`src/llr_pkg.sv`:
```
// shared types, codes and defaults for the line-loss recovery sequencer
`timescale 1ns / 1ps

package llr_pkg;

    // default counter width
    localparam int COUNTER_WIDTH_DEF = 16;

    // configuration register width and index width
    localparam int CFG_W     = 16;
    localparam int CFG_IDX_W = 3;

    // configuration register indexes
    localparam logic [CFG_IDX_W-1:0] CFG_LOST_THRESHOLD = 3'd0;
    localparam logic [CFG_IDX_W-1:0] CFG_LOST_LIMIT     = 3'd1;
    localparam logic [CFG_IDX_W-1:0] CFG_BRAKE_TICKS    = 3'd2;
    localparam logic [CFG_IDX_W-1:0] CFG_RECOVER_TICKS  = 3'd3;
    localparam logic [CFG_IDX_W-1:0] CFG_STABLE_TICKS   = 3'd4;

    // configuration reset values
    localparam logic [CFG_W-1:0] RST_LOST_THRESHOLD = 16'd5;
    localparam logic [CFG_W-1:0] RST_LOST_LIMIT     = 16'd255;
    localparam logic [CFG_W-1:0] RST_BRAKE_TICKS    = 16'd100;
    localparam logic [CFG_W-1:0] RST_RECOVER_TICKS  = 16'd5;
    localparam logic [CFG_W-1:0] RST_STABLE_TICKS   = 16'd200;

    // request types
    localparam logic [1:0] REQ_POLL    = 2'd0;
    localparam logic [1:0] REQ_DIR     = 2'd1;
    localparam logic [1:0] REQ_RESTART = 2'd2;

    // request codes reported with each result
    localparam logic [1:0] RQ_NONE  = 2'd0;
    localparam logic [1:0] RQ_RIGHT = 2'd1;
    localparam logic [1:0] RQ_LEFT  = 2'd2;
    localparam logic [1:0] RQ_FOUND = 2'd3;

    // phase codes reported with each result
    localparam logic [2:0] PH_NORMAL  = 3'd0;
    localparam logic [2:0] PH_BRAKE   = 3'd1;
    localparam logic [2:0] PH_ROTATE  = 3'd2;
    localparam logic [2:0] PH_RECOVER = 3'd3;
    localparam logic [2:0] PH_STABLE  = 3'd4;

    // stored steering direction codes
    localparam logic [1:0] DIR_UNKNOWN = 2'd0;
    localparam logic [1:0] DIR_RIGHT   = 2'd1;
    localparam logic [1:0] DIR_LEFT    = 2'd3;

    // configuration register set
    typedef struct packed {
        logic [CFG_W-1:0] lost_threshold;
        logic [CFG_W-1:0] lost_limit;
        logic [CFG_W-1:0] brake_ticks;
        logic [CFG_W-1:0] recover_ticks;
        logic [CFG_W-1:0] stable_ticks;
    } t_cfg;

    // one registered input item, sensor byte already reduced to line seen
    typedef struct packed {
        logic [1:0] req_type;
        logic       traj_busy;
        logic       line;
        logic [1:0] corr_sign;
    } t_item;

    // one result item
    typedef struct packed {
        logic [1:0] request_code;
        logic [2:0] phase;
        logic       pid_reset;
    } t_result;

endpackage

```
`src/llr_cfg.sv`:
```
// configuration register file of the line-loss recovery sequencer
`timescale 1ns / 1ps

module llr_cfg (
    input  logic                           i_clk,
    input  logic                           i_rst_n,
    input  logic                           i_cfg_wr_en,
    input  logic [llr_pkg::CFG_IDX_W-1:0]  i_cfg_index,
    input  logic [llr_pkg::CFG_W-1:0]      i_cfg_wdata,
    output llr_pkg::t_cfg                  o_cfg
);
    import llr_pkg::*;

    t_cfg r_cfg;

    // register writes, writes past the last register are dropped
    always_ff @(posedge i_clk) begin
        if (!i_rst_n) begin
            r_cfg.lost_threshold <= RST_LOST_THRESHOLD;
            r_cfg.lost_limit     <= RST_LOST_LIMIT;
            r_cfg.brake_ticks    <= RST_BRAKE_TICKS;
            r_cfg.recover_ticks  <= RST_RECOVER_TICKS;
            r_cfg.stable_ticks   <= RST_STABLE_TICKS;
        end else if (i_cfg_wr_en) begin
            case (i_cfg_index)
                CFG_LOST_THRESHOLD: r_cfg.lost_threshold <= i_cfg_wdata;
                CFG_LOST_LIMIT:     r_cfg.lost_limit     <= i_cfg_wdata;
                CFG_BRAKE_TICKS:    r_cfg.brake_ticks    <= i_cfg_wdata;
                CFG_RECOVER_TICKS:  r_cfg.recover_ticks  <= i_cfg_wdata;
                CFG_STABLE_TICKS:   r_cfg.stable_ticks   <= i_cfg_wdata;
                default: ;
            endcase
        end
    end

    assign o_cfg = r_cfg;

endmodule

```
`src/llr_seq.sv`:
```
// recovery phase sequencer: state registers and one-step next-state logic
`timescale 1ns / 1ps

module llr_seq #(
    parameter int COUNTER_WIDTH = llr_pkg::COUNTER_WIDTH_DEF
) (
    input  logic             i_clk,
    input  logic             i_rst_n,
    input  logic             i_adv,
    input  llr_pkg::t_item   i_item,
    input  llr_pkg::t_cfg    i_cfg,
    output llr_pkg::t_result o_result
);
    import llr_pkg::*;

    localparam int CMP_W = (COUNTER_WIDTH > CFG_W) ? COUNTER_WIDTH : CFG_W;
    localparam logic [COUNTER_WIDTH-1:0] CNT_MAX = '1;
    localparam logic [COUNTER_WIDTH-1:0] CNT_ONE = {{(COUNTER_WIDTH-1){1'b0}}, 1'b1};

    typedef enum logic [2:0] {
        ST_FOLLOW  = PH_NORMAL,
        ST_BRAKE   = PH_BRAKE,
        ST_SPIN    = PH_ROTATE,
        ST_CONFIRM = PH_RECOVER,
        ST_SETTLE  = PH_STABLE
    } t_phase;

    t_phase                   r_phase,   n_phase;
    logic [COUNTER_WIDTH-1:0] r_lost,    n_lost;
    logic [COUNTER_WIDTH-1:0] r_confirm, n_confirm;
    logic [COUNTER_WIDTH-1:0] r_brake,   n_brake;
    logic [COUNTER_WIDTH-1:0] r_settle,  n_settle;
    logic [1:0]               r_dir,     n_dir;
    logic [1:0]               r_request, n_request;
    logic                     pulse;

    // next state for the item at the head of the pipe
    always_comb begin
        logic [1:0]               rot_req;
        logic [COUNTER_WIDTH-1:0] lost_step;
        logic [COUNTER_WIDTH-1:0] confirm_step;

        rot_req      = (r_dir == DIR_LEFT) ? RQ_LEFT : RQ_RIGHT;
        lost_step    = r_lost;
        confirm_step = r_confirm;

        n_phase   = r_phase;
        n_lost    = r_lost;
        n_confirm = r_confirm;
        n_brake   = r_brake;
        n_settle  = r_settle;
        n_dir     = r_dir;
        n_request = r_request;
        pulse     = 1'b0;

        case (i_item.req_type)
            REQ_POLL: begin
                if (!i_item.traj_busy) begin
                    n_request = RQ_NONE;
                end else begin
                    // saturating lost tick counter
                    if (i_item.line) begin
                        lost_step = '0;
                    end else if ((CMP_W'(r_lost) < CMP_W'(i_cfg.lost_limit))
                                 && (r_lost != CNT_MAX)) begin
                        lost_step = r_lost + CNT_ONE;
                    end
                    n_lost = lost_step;

                    case (r_phase)
                        ST_FOLLOW: begin
                            if (CMP_W'(lost_step) >= CMP_W'(i_cfg.lost_threshold)) begin
                                n_request = rot_req;
                                n_brake   = COUNTER_WIDTH'(i_cfg.brake_ticks);
                                n_phase   = ST_BRAKE;
                            end
                        end
                        ST_BRAKE: begin
                            if (r_brake != '0) begin
                                n_brake = r_brake - CNT_ONE;
                            end else begin
                                n_request = rot_req;
                                n_phase   = ST_SPIN;
                            end
                        end
                        ST_SPIN: begin
                            if (i_item.line) begin
                                n_request = RQ_FOUND;
                                n_confirm = CNT_ONE;
                                n_phase   = ST_CONFIRM;
                            end
                        end
                        ST_CONFIRM: begin
                            if (i_item.line) begin
                                if (r_confirm != CNT_MAX) begin
                                    confirm_step = r_confirm + CNT_ONE;
                                end
                                n_confirm = confirm_step;
                                if (CMP_W'(confirm_step) >= CMP_W'(i_cfg.recover_ticks)) begin
                                    pulse     = 1'b1;
                                    n_request = RQ_NONE;
                                    n_settle  = COUNTER_WIDTH'(i_cfg.stable_ticks);
                                    n_phase   = ST_SETTLE;
                                end
                            end else begin
                                n_confirm = '0;
                                n_request = rot_req;
                                n_phase   = ST_SPIN;
                            end
                        end
                        ST_SETTLE: begin
                            if (r_settle != '0) begin
                                n_settle = r_settle - CNT_ONE;
                            end else begin
                                n_request = RQ_NONE;
                                n_lost    = '0;
                                n_confirm = '0;
                                n_phase   = ST_FOLLOW;
                            end
                        end
                        default: begin
                            n_phase = ST_FOLLOW;
                        end
                    endcase
                end
            end
            REQ_DIR: begin
                // any negative sign is left, zero keeps the old direction
                if (i_item.corr_sign[1]) begin
                    n_dir = DIR_LEFT;
                end else if (i_item.corr_sign[0]) begin
                    n_dir = DIR_RIGHT;
                end
            end
            REQ_RESTART: begin
                n_lost    = '0;
                n_confirm = '0;
                n_phase   = ST_FOLLOW;
                n_request = RQ_NONE;
                pulse     = 1'b1;
            end
            default: ;
        endcase
    end

    // state update when the item moves into the result register
    always_ff @(posedge i_clk) begin
        if (!i_rst_n) begin
            r_phase   <= ST_FOLLOW;
            r_lost    <= '0;
            r_confirm <= '0;
            r_brake   <= '0;
            r_settle  <= '0;
            r_dir     <= DIR_UNKNOWN;
            r_request <= RQ_NONE;
        end else if (i_adv) begin
            r_phase   <= n_phase;
            r_lost    <= n_lost;
            r_confirm <= n_confirm;
            r_brake   <= n_brake;
            r_settle  <= n_settle;
            r_dir     <= n_dir;
            r_request <= n_request;
        end
    end

    // result reflects the state after this item
    assign o_result.request_code = n_request;
    assign o_result.phase        = n_phase;
    assign o_result.pid_reset    = pulse;

endmodule

```
`src/line_loss_recovery_fsm_unit.sv`:
```
// Line-loss recovery sequencer, top level with input and result registers.
// An item waits in the input register until the result register is free or being emptied.
// Throughput: one item per cycle without stalls; phase update is one sequencer step.
// Reset: synchronous, active low; clears phase, counters, direction and request,
// and loads configuration defaults. No clearing pass; items are taken right after reset.
`timescale 1ns / 1ps

module line_loss_recovery_fsm_unit #(
    parameter int COUNTER_WIDTH = llr_pkg::COUNTER_WIDTH_DEF
) (
    input  logic                           i_clk,
    input  logic                           i_rst_n,
    // configuration write port
    input  logic                           i_cfg_wr_en,
    input  logic [llr_pkg::CFG_IDX_W-1:0]  i_cfg_index,
    input  logic [llr_pkg::CFG_W-1:0]      i_cfg_wdata,
    // input item channel
    input  logic                           i_valid,
    output logic                           o_ready,
    input  logic [1:0]                     i_req_type,
    input  logic                           i_traj_busy,
    input  logic [7:0]                     i_sensor_bits,
    input  logic signed [1:0]              i_corr_sign,
    // result item channel
    output logic                           o_valid,
    input  logic                           i_ready,
    output logic [1:0]                     o_request_code,
    output logic [2:0]                     o_phase,
    output logic                           o_pid_reset
);
    import llr_pkg::*;

    t_cfg    cfg;
    t_item   r_item;
    t_result seq_result;
    t_result r_result;
    logic    r_in_valid;
    logic    r_out_valid;
    logic    adv;
    logic    in_take;

    // item moves on when the result register is free or being emptied
    assign adv     = r_in_valid && (!r_out_valid || i_ready);
    assign o_ready = !r_in_valid || adv;
    assign in_take = i_valid && o_ready;

    llr_cfg u_cfg (
        .i_clk       (i_clk),
        .i_rst_n     (i_rst_n),
        .i_cfg_wr_en (i_cfg_wr_en),
        .i_cfg_index (i_cfg_index),
        .i_cfg_wdata (i_cfg_wdata),
        .o_cfg       (cfg)
    );

    // input register
    always_ff @(posedge i_clk) begin
        if (!i_rst_n) begin
            r_in_valid <= 1'b0;
        end else if (o_ready) begin
            r_in_valid <= i_valid;
        end
    end

    always_ff @(posedge i_clk) begin
        if (in_take) begin
            r_item.req_type  <= i_req_type;
            r_item.traj_busy <= i_traj_busy;
            r_item.line      <= |i_sensor_bits;
            r_item.corr_sign <= i_corr_sign;
        end
    end

    llr_seq #(
        .COUNTER_WIDTH (COUNTER_WIDTH)
    ) u_seq (
        .i_clk    (i_clk),
        .i_rst_n  (i_rst_n),
        .i_adv    (adv),
        .i_item   (r_item),
        .i_cfg    (cfg),
        .o_result (seq_result)
    );

    // result register
    always_ff @(posedge i_clk) begin
        if (!i_rst_n) begin
            r_out_valid <= 1'b0;
        end else if (adv) begin
            r_out_valid <= 1'b1;
        end else if (i_ready) begin
            r_out_valid <= 1'b0;
        end
    end

    always_ff @(posedge i_clk) begin
        if (adv) begin
            r_result <= seq_result;
        end
    end

    assign o_valid        = r_out_valid;
    assign o_request_code = r_result.request_code;
    assign o_phase        = r_result.phase;
    assign o_pid_reset    = r_result.pid_reset;

`ifndef SYNTHESIS
    // controller reset only on restart or on confirmed recovery
    a_pulse_phase: assert property (@(posedge i_clk) disable iff (!i_rst_n)
        (o_valid && o_pid_reset) |-> (o_phase == PH_STABLE || o_phase == PH_NORMAL))
        else $error("pid reset outside normal or stable phase");

    // line found is only reported while confirming
    a_found_phase: assert property (@(posedge i_clk) disable iff (!i_rst_n)
        (o_valid && o_request_code == RQ_FOUND) |-> (o_phase == PH_RECOVER))
        else $error("line found reported outside recover phase");

    // rotate requests only while braking or rotating
    a_rotate_phase: assert property (@(posedge i_clk) disable iff (!i_rst_n)
        (o_valid && (o_request_code == RQ_LEFT || o_request_code == RQ_RIGHT))
        |-> (o_phase == PH_BRAKE || o_phase == PH_ROTATE))
        else $error("rotate request outside brake or rotate phase");

    // a held input item is not dropped while the result side stalls
    a_in_hold: assert property (@(posedge i_clk) disable iff (!i_rst_n)
        (r_in_valid && !adv) |=> r_in_valid)
        else $error("input item lost while stalled");
`endif

endmodule

```
`config.mk`:
```
export PLATFORM = sky130hd
export DESIGN_NAME = line_loss_recovery_fsm_unit
export DESIGN_NICKNAME = d
export VERILOG_FILES = /design/src/llr_pkg.sv /design/src/llr_cfg.sv /design/src/llr_seq.sv /design/src/line_loss_recovery_fsm_unit.sv
export SDC_FILE = /design/constraint.sdc
export NUM_CORES = 1
export LEC_CHECK = 0
export ABC_AREA = 1
export BUFFER_PORTS_ARGS = -buffer_cell sky130_fd_sc_hd__buf_4
export CAP_MARGIN = 0
export CORE_ASPECT_RATIO = 1.25
export CORE_UTILIZATION = 36
export DETAILED_ROUTE_END_ITERATION = 8
export GPL_TIMING_DRIVEN = 0
export PLACE_DENSITY_LB_ADDON = 0.2
export SLEW_MARGIN = 10
export SYNTH_ARGS = -nofsm -noshare
export SYNTH_HDL_FRONTEND = slang
export SYNTH_SLANG_ARGS = --single-unit
```
`constraint.sdc`:
```
create_clock -name i_clk -period 3 [get_ports i_clk]
set_input_delay 0.15 -clock i_clk [delete_from_list [all_inputs] [get_ports i_clk]]
set_output_delay 0.15 -clock i_clk [all_outputs]
set_load 0.01 [all_outputs]
```
# [Yosys cells after proc, flatten, opt, wreduce, memory -nomap -nowiden]
# Cells that the tools add are included.
[op_classes] addsub=4 order_cmp=3 eq_ne=22 n_reduce_logical=28 muxes=54
[op_table] cell="16-bit two-way mux" count=21
[op_table] cell="16-bit one-hot mux with 2 select lines" count=4
[op_table] cell="16-bit one-hot mux with 3 select lines" count=1
[op_table] cell="16-bit by 1-bit adder with 16-bit output, second input constant" count=2
[op_table] cell="16-bit >= comparator" count=2
[op_table] cell="16-bit != test, second input constant" count=2
[op_table] cell="16-bit nonzero test" count=2
[op_table] cell="16-bit by 1-bit subtractor with 16-bit output, second input constant" count=2
[op_table] cell="3-bit two-way mux" count=7
[op_table] cell="2-bit two-way mux" count=10
[op_table] cell="16-bit less-than comparator" count=1
[op_table] cell="3-bit one-hot mux with 5 select lines" count=1
[op_table] cell="3-bit by 2-bit == test with 1-bit output, second input constant" count=4
[op_table] cell="6-bit AND reduction" count=2
[op_table] cell="2-bit one-hot mux with 5 select lines" count=1
[op_table] cell="2-bit AND reduction" count=5
[op_table] cell="2-bit nonzero test" count=5
[op_table] cell="2-bit by 1-bit != test with 1-bit output, second input constant" count=4
[op_table] cell="8-bit OR reduction" count=1
[op_table] cell="7-bit AND reduction" count=1
[op_table] cell="3-bit by 1-bit == test with 1-bit output, second input constant" count=2
[op_table] cell="3-bit == test, second input constant" count=2
[op_table] cell="3-bit zero test" count=2
[op_table] cell="1-bit two-way mux" count=6
[op_table] cell="13 further kinds" count=21
[word_totals] regBits=165

# [Longest topological paths before layout]
# Gate-level depths: netlist of the first run.
[logic_depth] depth_word=12 mapped_depth=32 ltp_nobuf=31

# [Cells and area by module]
# Synthesis of the first run repeated with hierarchy kept, for this count alone.
[hier_totals] hier_cells=1485 hier_area_um2=9830.7
[by_module_without_submodules] module="llr_seq" n_inst=1 area_each_um2=6150.9 cells_each=1007
[by_module_without_submodules] module="llr_cfg" n_inst=1 area_each_um2=3203.1 cells_each=448
[by_module_without_submodules] module="line_loss_recovery_fsm_unit" n_inst=1 area_each_um2=476.7 cells_each=30

# [Least setup slack after synthesis of the first run]
# Ideal clock, no wire load.
[synth_timing] kind="register to register" startpoint="register u_seq.r_lost[1]" endpoint="register u_seq.r_brake[6]" path_stages_with_launch=22 synth_period_minus_slack_ns=3.096 path_buffers=2 path_slack_ns=-0.096 t_arrival_ns=2.968 cell_sequence="dfxtp_1 > ha_1 > nand2_2 > nor3_2 > nand2_1 > nor3_2 > nand3_1 > nand3_2 > buf_6 > nand2_1 > o21ai_1 > and2_1 > ha_1 > a21oi_1 > nand2_1 > a21oi_1 > nand4_1 > nand2_4 > inv_2 > buf_6 > o21ai_1 > nor2_1"
[synth_between] elab_chain_len=9 word_cells_on_any_way=11 cone_classes="add/sub (1); order compare (2); eq/ne (2); mux (4); reduce/logical (2)"
[synth_rtl] element="start, declared" line="llr_seq.sv:29" text="logic [COUNTER_WIDTH-1:0] r_lost, n_lost;"
[synth_rtl] element="start signal, assigned" line="llr_seq.sv:158" text="r_lost <= n_lost;"
[synth_rtl] element="16-bit less-than comparator / 16-bit != test (equally long branches)" line="llr_seq.sv:64, llr_seq.sv:65"
[synth_rtl] element="1-bit logical AND" line="llr_seq.sv:65" text="&& (r_lost != CNT_MAX)) begin"
[synth_rtl] element="16-bit two-way mux *" line="llr_seq.sv:64" text="end else if ((CMP_W'(r_lost) < CMP_W'(i_cfg.lost_limit))"
[synth_rtl] element="16-bit two-way mux *" line="llr_seq.sv:62" text="if (i_item.line) begin"
[synth_rtl] element="16-bit two-way mux *" line="llr_seq.sv:58" text="if (!i_item.traj_busy) begin"
[synth_rtl] element="16-bit two-way mux *" line="llr_seq.sv:56" text="case (i_item.req_type)"
[synth_rtl] element="16-bit >= comparator *" line="llr_seq.sv:72" text="if (CMP_W'(lost_step) >= CMP_W'(i_cfg.lost_threshold)) begin"
[synth_rtl] element="2-bit by 1-bit != test with 1-bit output (no source line) *"
[synth_rtl] element="6-bit AND reduction (no source line) *"
[synth_rtl] element="end signal, assigned" line="llr_seq.sv:160" text="r_brake <= n_brake;"
[synth_rtl] element="end, declared" line="llr_seq.sv:31" text="logic [COUNTER_WIDTH-1:0] r_brake, n_brake;"
# Mark *: on every way between the ends. The rest lies on a longest branch, timed or not. The select of a mux whose other input is x is not followed.
# A chain may end at the register's enable or synchronous reset.

# [Worst setup path in the final report of the first run]
[layout_timing] startpoint="register u_seq.r_lost[1]" endpoint="register u_seq.r_brake[7]"
# Same word-level chain as after synthesis.

==> qor.yml, run 1 <==
final.setup_skew_ns: 0.0119
drt_iter0_drc: 600
rrSetupSlack_ns: -0.59
required_ns: 3.35
final_nets: 1559
violations: "negative setup slack"
peakVddDrop_mv: 0.402
critical-path-top-delay-family: "simple AND/OR/NAND/NOR gates"
max_stage_delay_ns: 0.42
synthFlopType: "dfxtp_1"
num_rows: 65
worstSkewPairLatency_ns: 0.44
fin_crit_sh_pct: 120
path_class: "reg2reg"
dieHeight_um: 183
h-tree-depth: 4
ios: 45
antenna_found_initial: 0
synthTopCellsByArea: "dfxtp_1 32%, nand2_1 10%, a21oi_1 7.5%"
gr-usage-all-layers_pct: 22.9
cts.sinks: 165
async_reset_ff_share_pct: 0
fin_total_pwr_w: 0.00493
rsz0062_at_grt: "true"
detail_route.wl_per_cell_um: 16.8
crit_path_frequent_cell: "nand2_1"
cts_tree: "yes"
syn-cell-area_sq_um: 9440
synth_nets: 1443
postPlaceCellArea_sq_um: 10200
fp.dieArea_sq_um: 26900
drive_gt1_share_pct: 22.9
ant_nets: 0
end_kind: "flip-flop"
grt_pass1_wl_mm: 47.2
seq_area_frac_synth_pct: 36.3
wl_mm: 30.6
power.density_nw_per_um2: 404
vias: 9340
syn2layout_area_growth_pct: 29.4
core_sq_um: 25500
crit_path_max_fanout: 5
die_w_um: 147
synth-seq-cells: 165
worstMarginPinSlew_ns: 1.07
relSlewSlack_pct: 28.9
synth_enable_flop_cells: 12
avgSynthCellArea_sq_um: 6.97
fillers: 2610
hold_class: "in2reg"
final_common_cell: "nand2_1"
grt_pass1_vias: 8965
cts_buffer_depth: 2
yosys.area.top_type: "dfxtp_1"
final_cell_area_sq_um: 12200
arrival_ns: 3.94
crit_slowest_cell: "dfxtp_4"
p_leak_nw: 5.01
finalSetupViolCount: 41
start_util_pct: 37.0
outcome: "finished, violations left"
start_kind: "flip-flop"
clockRootBuffer: "clkbuf_16"
synthCells: 1355
gr-total-overflow: 0
drc: 0
diodes: 0
yosysUniqueCellTypes: 51
final_max_slew_viol_count: 0
max_clock_freq_mhz: 279
final-hold-violation-count: 0
path_buf_inv: 5
synth.top_cell.area_share_pct: 32.5
cts-buffers-inserted: 17
yosysWarnings: 0
dpl.hpwl_mm: 22.0
grt_max_degree: 17
path_clk_slew_ns: 0.07
vias_per_cell: 5.13
gp_congestion: 0.945
crit_chain: "ha_4 > a21oi_2 > o21ai_1 > nand2_1 > o211ai_1 > nand2_2 > nand3_4 > buf_6 > buf_8 > o21ai_4 > inv_1 > nor2_2 > ha_1 > nand2_1 > nand2_1 > nand3_1 > nand2_1 > a21oi_2 > nand4_1 > nand2_4 > buf_12 > buf_8 > nor2_2 > a211oi_2"
final_cell_mix: "223 x nand2_1, 175 x inv_1, 130 x dfxtp_1"
period_minus_slack_ns: 3.59
worst_slack_ns: -0.586
numPortBuffers: 44
drt_first_pass_iters: 5
maxCapViolCount: 0
## worst paths after layout
kind                   start  depth (start not counted)                to
max          u_seq.r_lost[1]                         24  u_seq.r_brake[7]
min           i_cfg_wdata[7]                          3    u_cfg.o_cfg[7]
max reg2reg  u_seq.r_lost[1]                         24  u_seq.r_brake[7]
min reg2reg  u_cfg.o_cfg[62]                          2   u_cfg.o_cfg[62]
## logic make-up after synthesis
logic type | synth area share, %
XOR/XNOR | 2.51
AO/OA/AOI/OAI | 19.1
AND/OR/NAND/NOR | 25.1
adder cells (fa/ha/maj) | 6.76
buffers and inverters | 10.3
flip-flops | 36.3
## layout make-up
type	instances	area [sq um]	share of cell area [%]
Buffer	48	283	2.32
Clock buffer	17	425	3.48
Sequential cell	165	3470	28.5
Inverter	193	744	6.10
Clock inverter	15	170	1.39
Tap cell	335	419	3.43
Multi-Input combinational cell	948	5780	47.3
Timing Repair Buffer	98	917	7.51
## layer usage
layer	vias to the layer above	track usage, %	wire length (um)
li1	4697	-	-
met1	4356	26.6	12600
met2	220	41.4	15700
met3	67	2.76	1110
met4	0	11.3	1200
met5	-	0	0
## worst min-delay path, stage by stage
cell	delay [ns]
buf_4	0.15
nand2_1	0.07
nand3_1	0.05
## synthesized netlist by cell type (7+ instances only)
library cell and count:
nand2_1 256, inv_1 183, dfxtp_1 153, nor2_1 142, a21oi_1 141, o21ai_0 123
nand3_1 76, ha_1 51, clkbuf_1 36, xor2_1 21, nor3_1 18, nand4_1 16
o21ai_2 13, edfxtp_1 12, o211ai_1 12, a31oi_1 9, inv_2 9, nor4_1 8
buf_6 7, o21ai_1 7
## flip-flops by register name (all words and copies together) (netlist names), 2 cells and up
| signal | cells |
|---|---|
| u_seq.r_confirm | 16 |
| u_seq.r_dir | 2 |
| u_cfg.o_cfg | 80 |
| r_item | 6 |
| u_seq.r_brake | 16 |
| u_seq.r_request | 2 |
| o_phase | 3 |
| u_seq.r_settle | 16 |
| o_request_code | 2 |
| u_seq.r_lost | 16 |
| u_seq.r_phase | 3 |
## power breakdown
group	switching, W	internal, W
logic	0.000247	0.000134
registers	0.0000250	0.00226
clock network	0.00102	0.00125
## timing repair
action	4_1_cts	5_1_grt
gates cloned	4	0
setup buffers	28	13
hold buffers	12	0
setup endpoints to repair	43	43
pin swaps	42	41
resized for setup	130	117
endpoints found under the hold margin	12	0
## metrics by stage
stage / setup slack [ns] / util [%] / hold slack (ns) / TNS [ns] / cells
finish: -0.586 / 47.8 / 0.0119 / -13.25 / 1819
global route: -0.785 / 47.8 / 0.0227 / -21.49 / 1819
CTS: -0.558 / 45.7 / 0.00235 / -14.29 / 1810
detailed placement: -1.00 / 40.0 / 0.330 / -31.59 / 1734
global placement: -0.947 / 40.0 / 0.329 / -29.51 / 1734
floorplan: 0.00647 / - / 0.249 / 0 / 1355
Note: power is estimated with default switching activity, not from simulation.
==> inputs of run 2 (changes only) <==
--- a/config.mk
+++ b/config.mk
@@ -13,6 +13,7 @@
 export DETAILED_ROUTE_END_ITERATION = 8
 export GPL_TIMING_DRIVEN = 0
 export PLACE_DENSITY_LB_ADDON = 0.2
+export RECOVER_POWER = 100
 export SLEW_MARGIN = 10
 export SYNTH_ARGS = -nofsm -noshare
 export SYNTH_HDL_FRONTEND = slang
==> qor.yml, run 2 (same netlist as run 1, synthesis figures left out) <==
final_common_cell: "nand2_1"
cts_tree: "yes"
start_kind: "flip-flop"
tns_ns: -13.54
period_minus_slack_ns: 3.60
fp.dieArea_sq_um: 26900
drt_iter0_drc: 607
grt_max_degree: 17
hold_class: "in2reg"
fin_crit_sh_pct: 120
h-tree-depth: 4
core_sq_um: 25500
drt_first_pass_iters: 5
final_cell_mix: "223 x nand2_1, 176 x inv_1, 130 x dfxtp_1"
drive_gt1_share_pct: 21.9
diodes: 0
ant_nets: 0
maxCapViolCount: 0
relSlewSlack_pct: 26.9
vias: 9297
peakVddDrop_mv: 0.399
largest_register_ff_count: 80
syn2layout_area_growth_pct: 28.7
required_ns: 3.35
cts.sinks: 165
arrival_ns: 3.95
outcome: "finished, violations left"
crit_chain: "inv_1 > ha_1 > a21oi_2 > o21ai_2 > a21oi_4 > nand3_4 > buf_6 > buf_8 > o21ai_4 > inv_1 > nor2_2 > ha_1 > nand2_1 > nand2_1 > nand3_1 > nand2_1 > a21oi_2 > nand4_1 > nand2_4 > buf_12 > buf_8 > nor2_2 > a211oi_2"
multi_input_area_sq_um: 5750
violations: "negative setup slack"
gr-total-overflow: 0
dieHeight_um: 183
ios: 45
gr-usage-all-layers_pct: 22.9
critical-path-top-delay-family: "simple AND/OR/NAND/NOR gates"
max_clock_freq_mhz: 278
start_util_pct: 37.0
finalSetupViolCount: 42
numPortBuffers: 44
grt_pass1_vias: 8965
drc: 0
final_max_slew_viol_count: 0
final-hold-violation-count: 0
rsz0062_at_grt: "true"
crit_path_frequent_cell: "nand2_1"
fillers: 2624
vias_per_cell: 5.11
clockRootBuffer: "clkbuf_16"
max_stage_delay_ns: 0.32
num_rows: 65
power.density_nw_per_um2: 405
grt_pass1_wl_mm: 47.2
worst_slack_ns: -0.599
worstSkewPairLatency_ns: 0.44
die_w_um: 147
whs_ns: 0.0155
crit_slowest_cell: "ha_1"
cts-buffers-inserted: 17
path_class: "reg2reg"
antenna_found_initial: 0
seq_area_sq_um: 3470
end_kind: "flip-flop"
wl_mm: 30.6
crit_path_max_fanout: 5
gp_congestion: 0.945
final_nets: 1559
cts_buffer_depth: 2
final.setup_skew_ns: 0.0139
path_buf_inv: 6
path_clk_slew_ns: 0.07
dpl.hpwl_mm: 22.0
p_leak_nw: 4.96
worstMarginPinSlew_ns: 1.10
detail_route.wl_per_cell_um: 16.8
run 2: changes by cell type in the layout (fill, tap and decap cells not counted):
cell	before	now
buf_4	70	52
clkbuf_1	36	47
clkbuf_4	0	7
nor2_1	127	129
a21oi_2	29	30
a21oi_4	3	2
inv_1	175	176
inv_2	15	14
nor2_2	15	14
nor2_4	7	6
o31ai_1	1	2
o31ai_2	1	0
run 2: repair_timing:
item | CTS | global route
endpoints found under the hold margin | 12 | 0
pin swaps | 42 | 41
gates resized for setup | 130 | 117
buffers inserted | 28 | 13
hold buffers | 12 | 0
gates cloned | 4 | 0
setup endpoints to repair | 43 | 43
run 2: tightest hold or removal path, stage by stage:
cell and delay, ns:
buf_4 0.15, nand2_1 0.07, nand3_1 0.05
run 2: layer usage:
layer / track usage (%) / up-vias / wire (um)
met4: 11.3 / 0 / 1170
met2: 41.4 / 206 / 15700
met3: 2.76 / 62 / 967
li1: - / 4689 / -
met1: 26.6 / 4340 / 12700
met5: 0 / - / 0
run 2: final timing paths:
kind | start | slack (ns) | depth (start not counted) | to
worst max-delay path | u_cfg.o_cfg[57] | -0.60 | 23 | u_seq.r_brake[7]
worst min-delay path | i_cfg_wdata[7] | 0.02 | 3 | u_cfg.o_cfg[7]
worst max register to register | u_cfg.o_cfg[57] | -0.60 | 23 | u_seq.r_brake[7]
worst min register to register | u_cfg.o_cfg[62] | 0.46 | 2 | u_cfg.o_cfg[62]
run 2: cell type report:
| type | instances | area share (%) |
|---|---|---|
| Buffer | 48 | 2.33 |
| Inverter | 193 | 6.13 |
| Timing Repair Buffer | 98 | 7.21 |
| Multi-Input combinational cell | 948 | 47.4 |
| Tap cell | 335 | 3.45 |
| Sequential cell | 165 | 28.6 |
| Clock inverter | 15 | 1.40 |
| Clock buffer | 17 | 3.50 |
run 2: report_power, final:
group	leakage, nW	switching [W]	internal [W]
sequential	1.37	0.0000248	0.00226
clock	0.275	0.00102	0.00125
combinational	3.31	0.000247	0.000129
run 2: per-stage QoR:
step	instances	instance area, sq um	setup slack [ns]	total power (W)	util [%]
2_1_floorplan	1355	9460	0.00647	0.00251	-
3_3_place_gp	1734	10200	-0.947	0.00267	40.0
3_5_place_dp	1734	10200	-1.00	0.00267	40.0
4_1_cts	1810	11700	-0.558	0.00494	45.7
5_1_grt	1819	12100	-0.785	0.00509	47.6
6_report	1819	12100	-0.599	0.00492	47.6
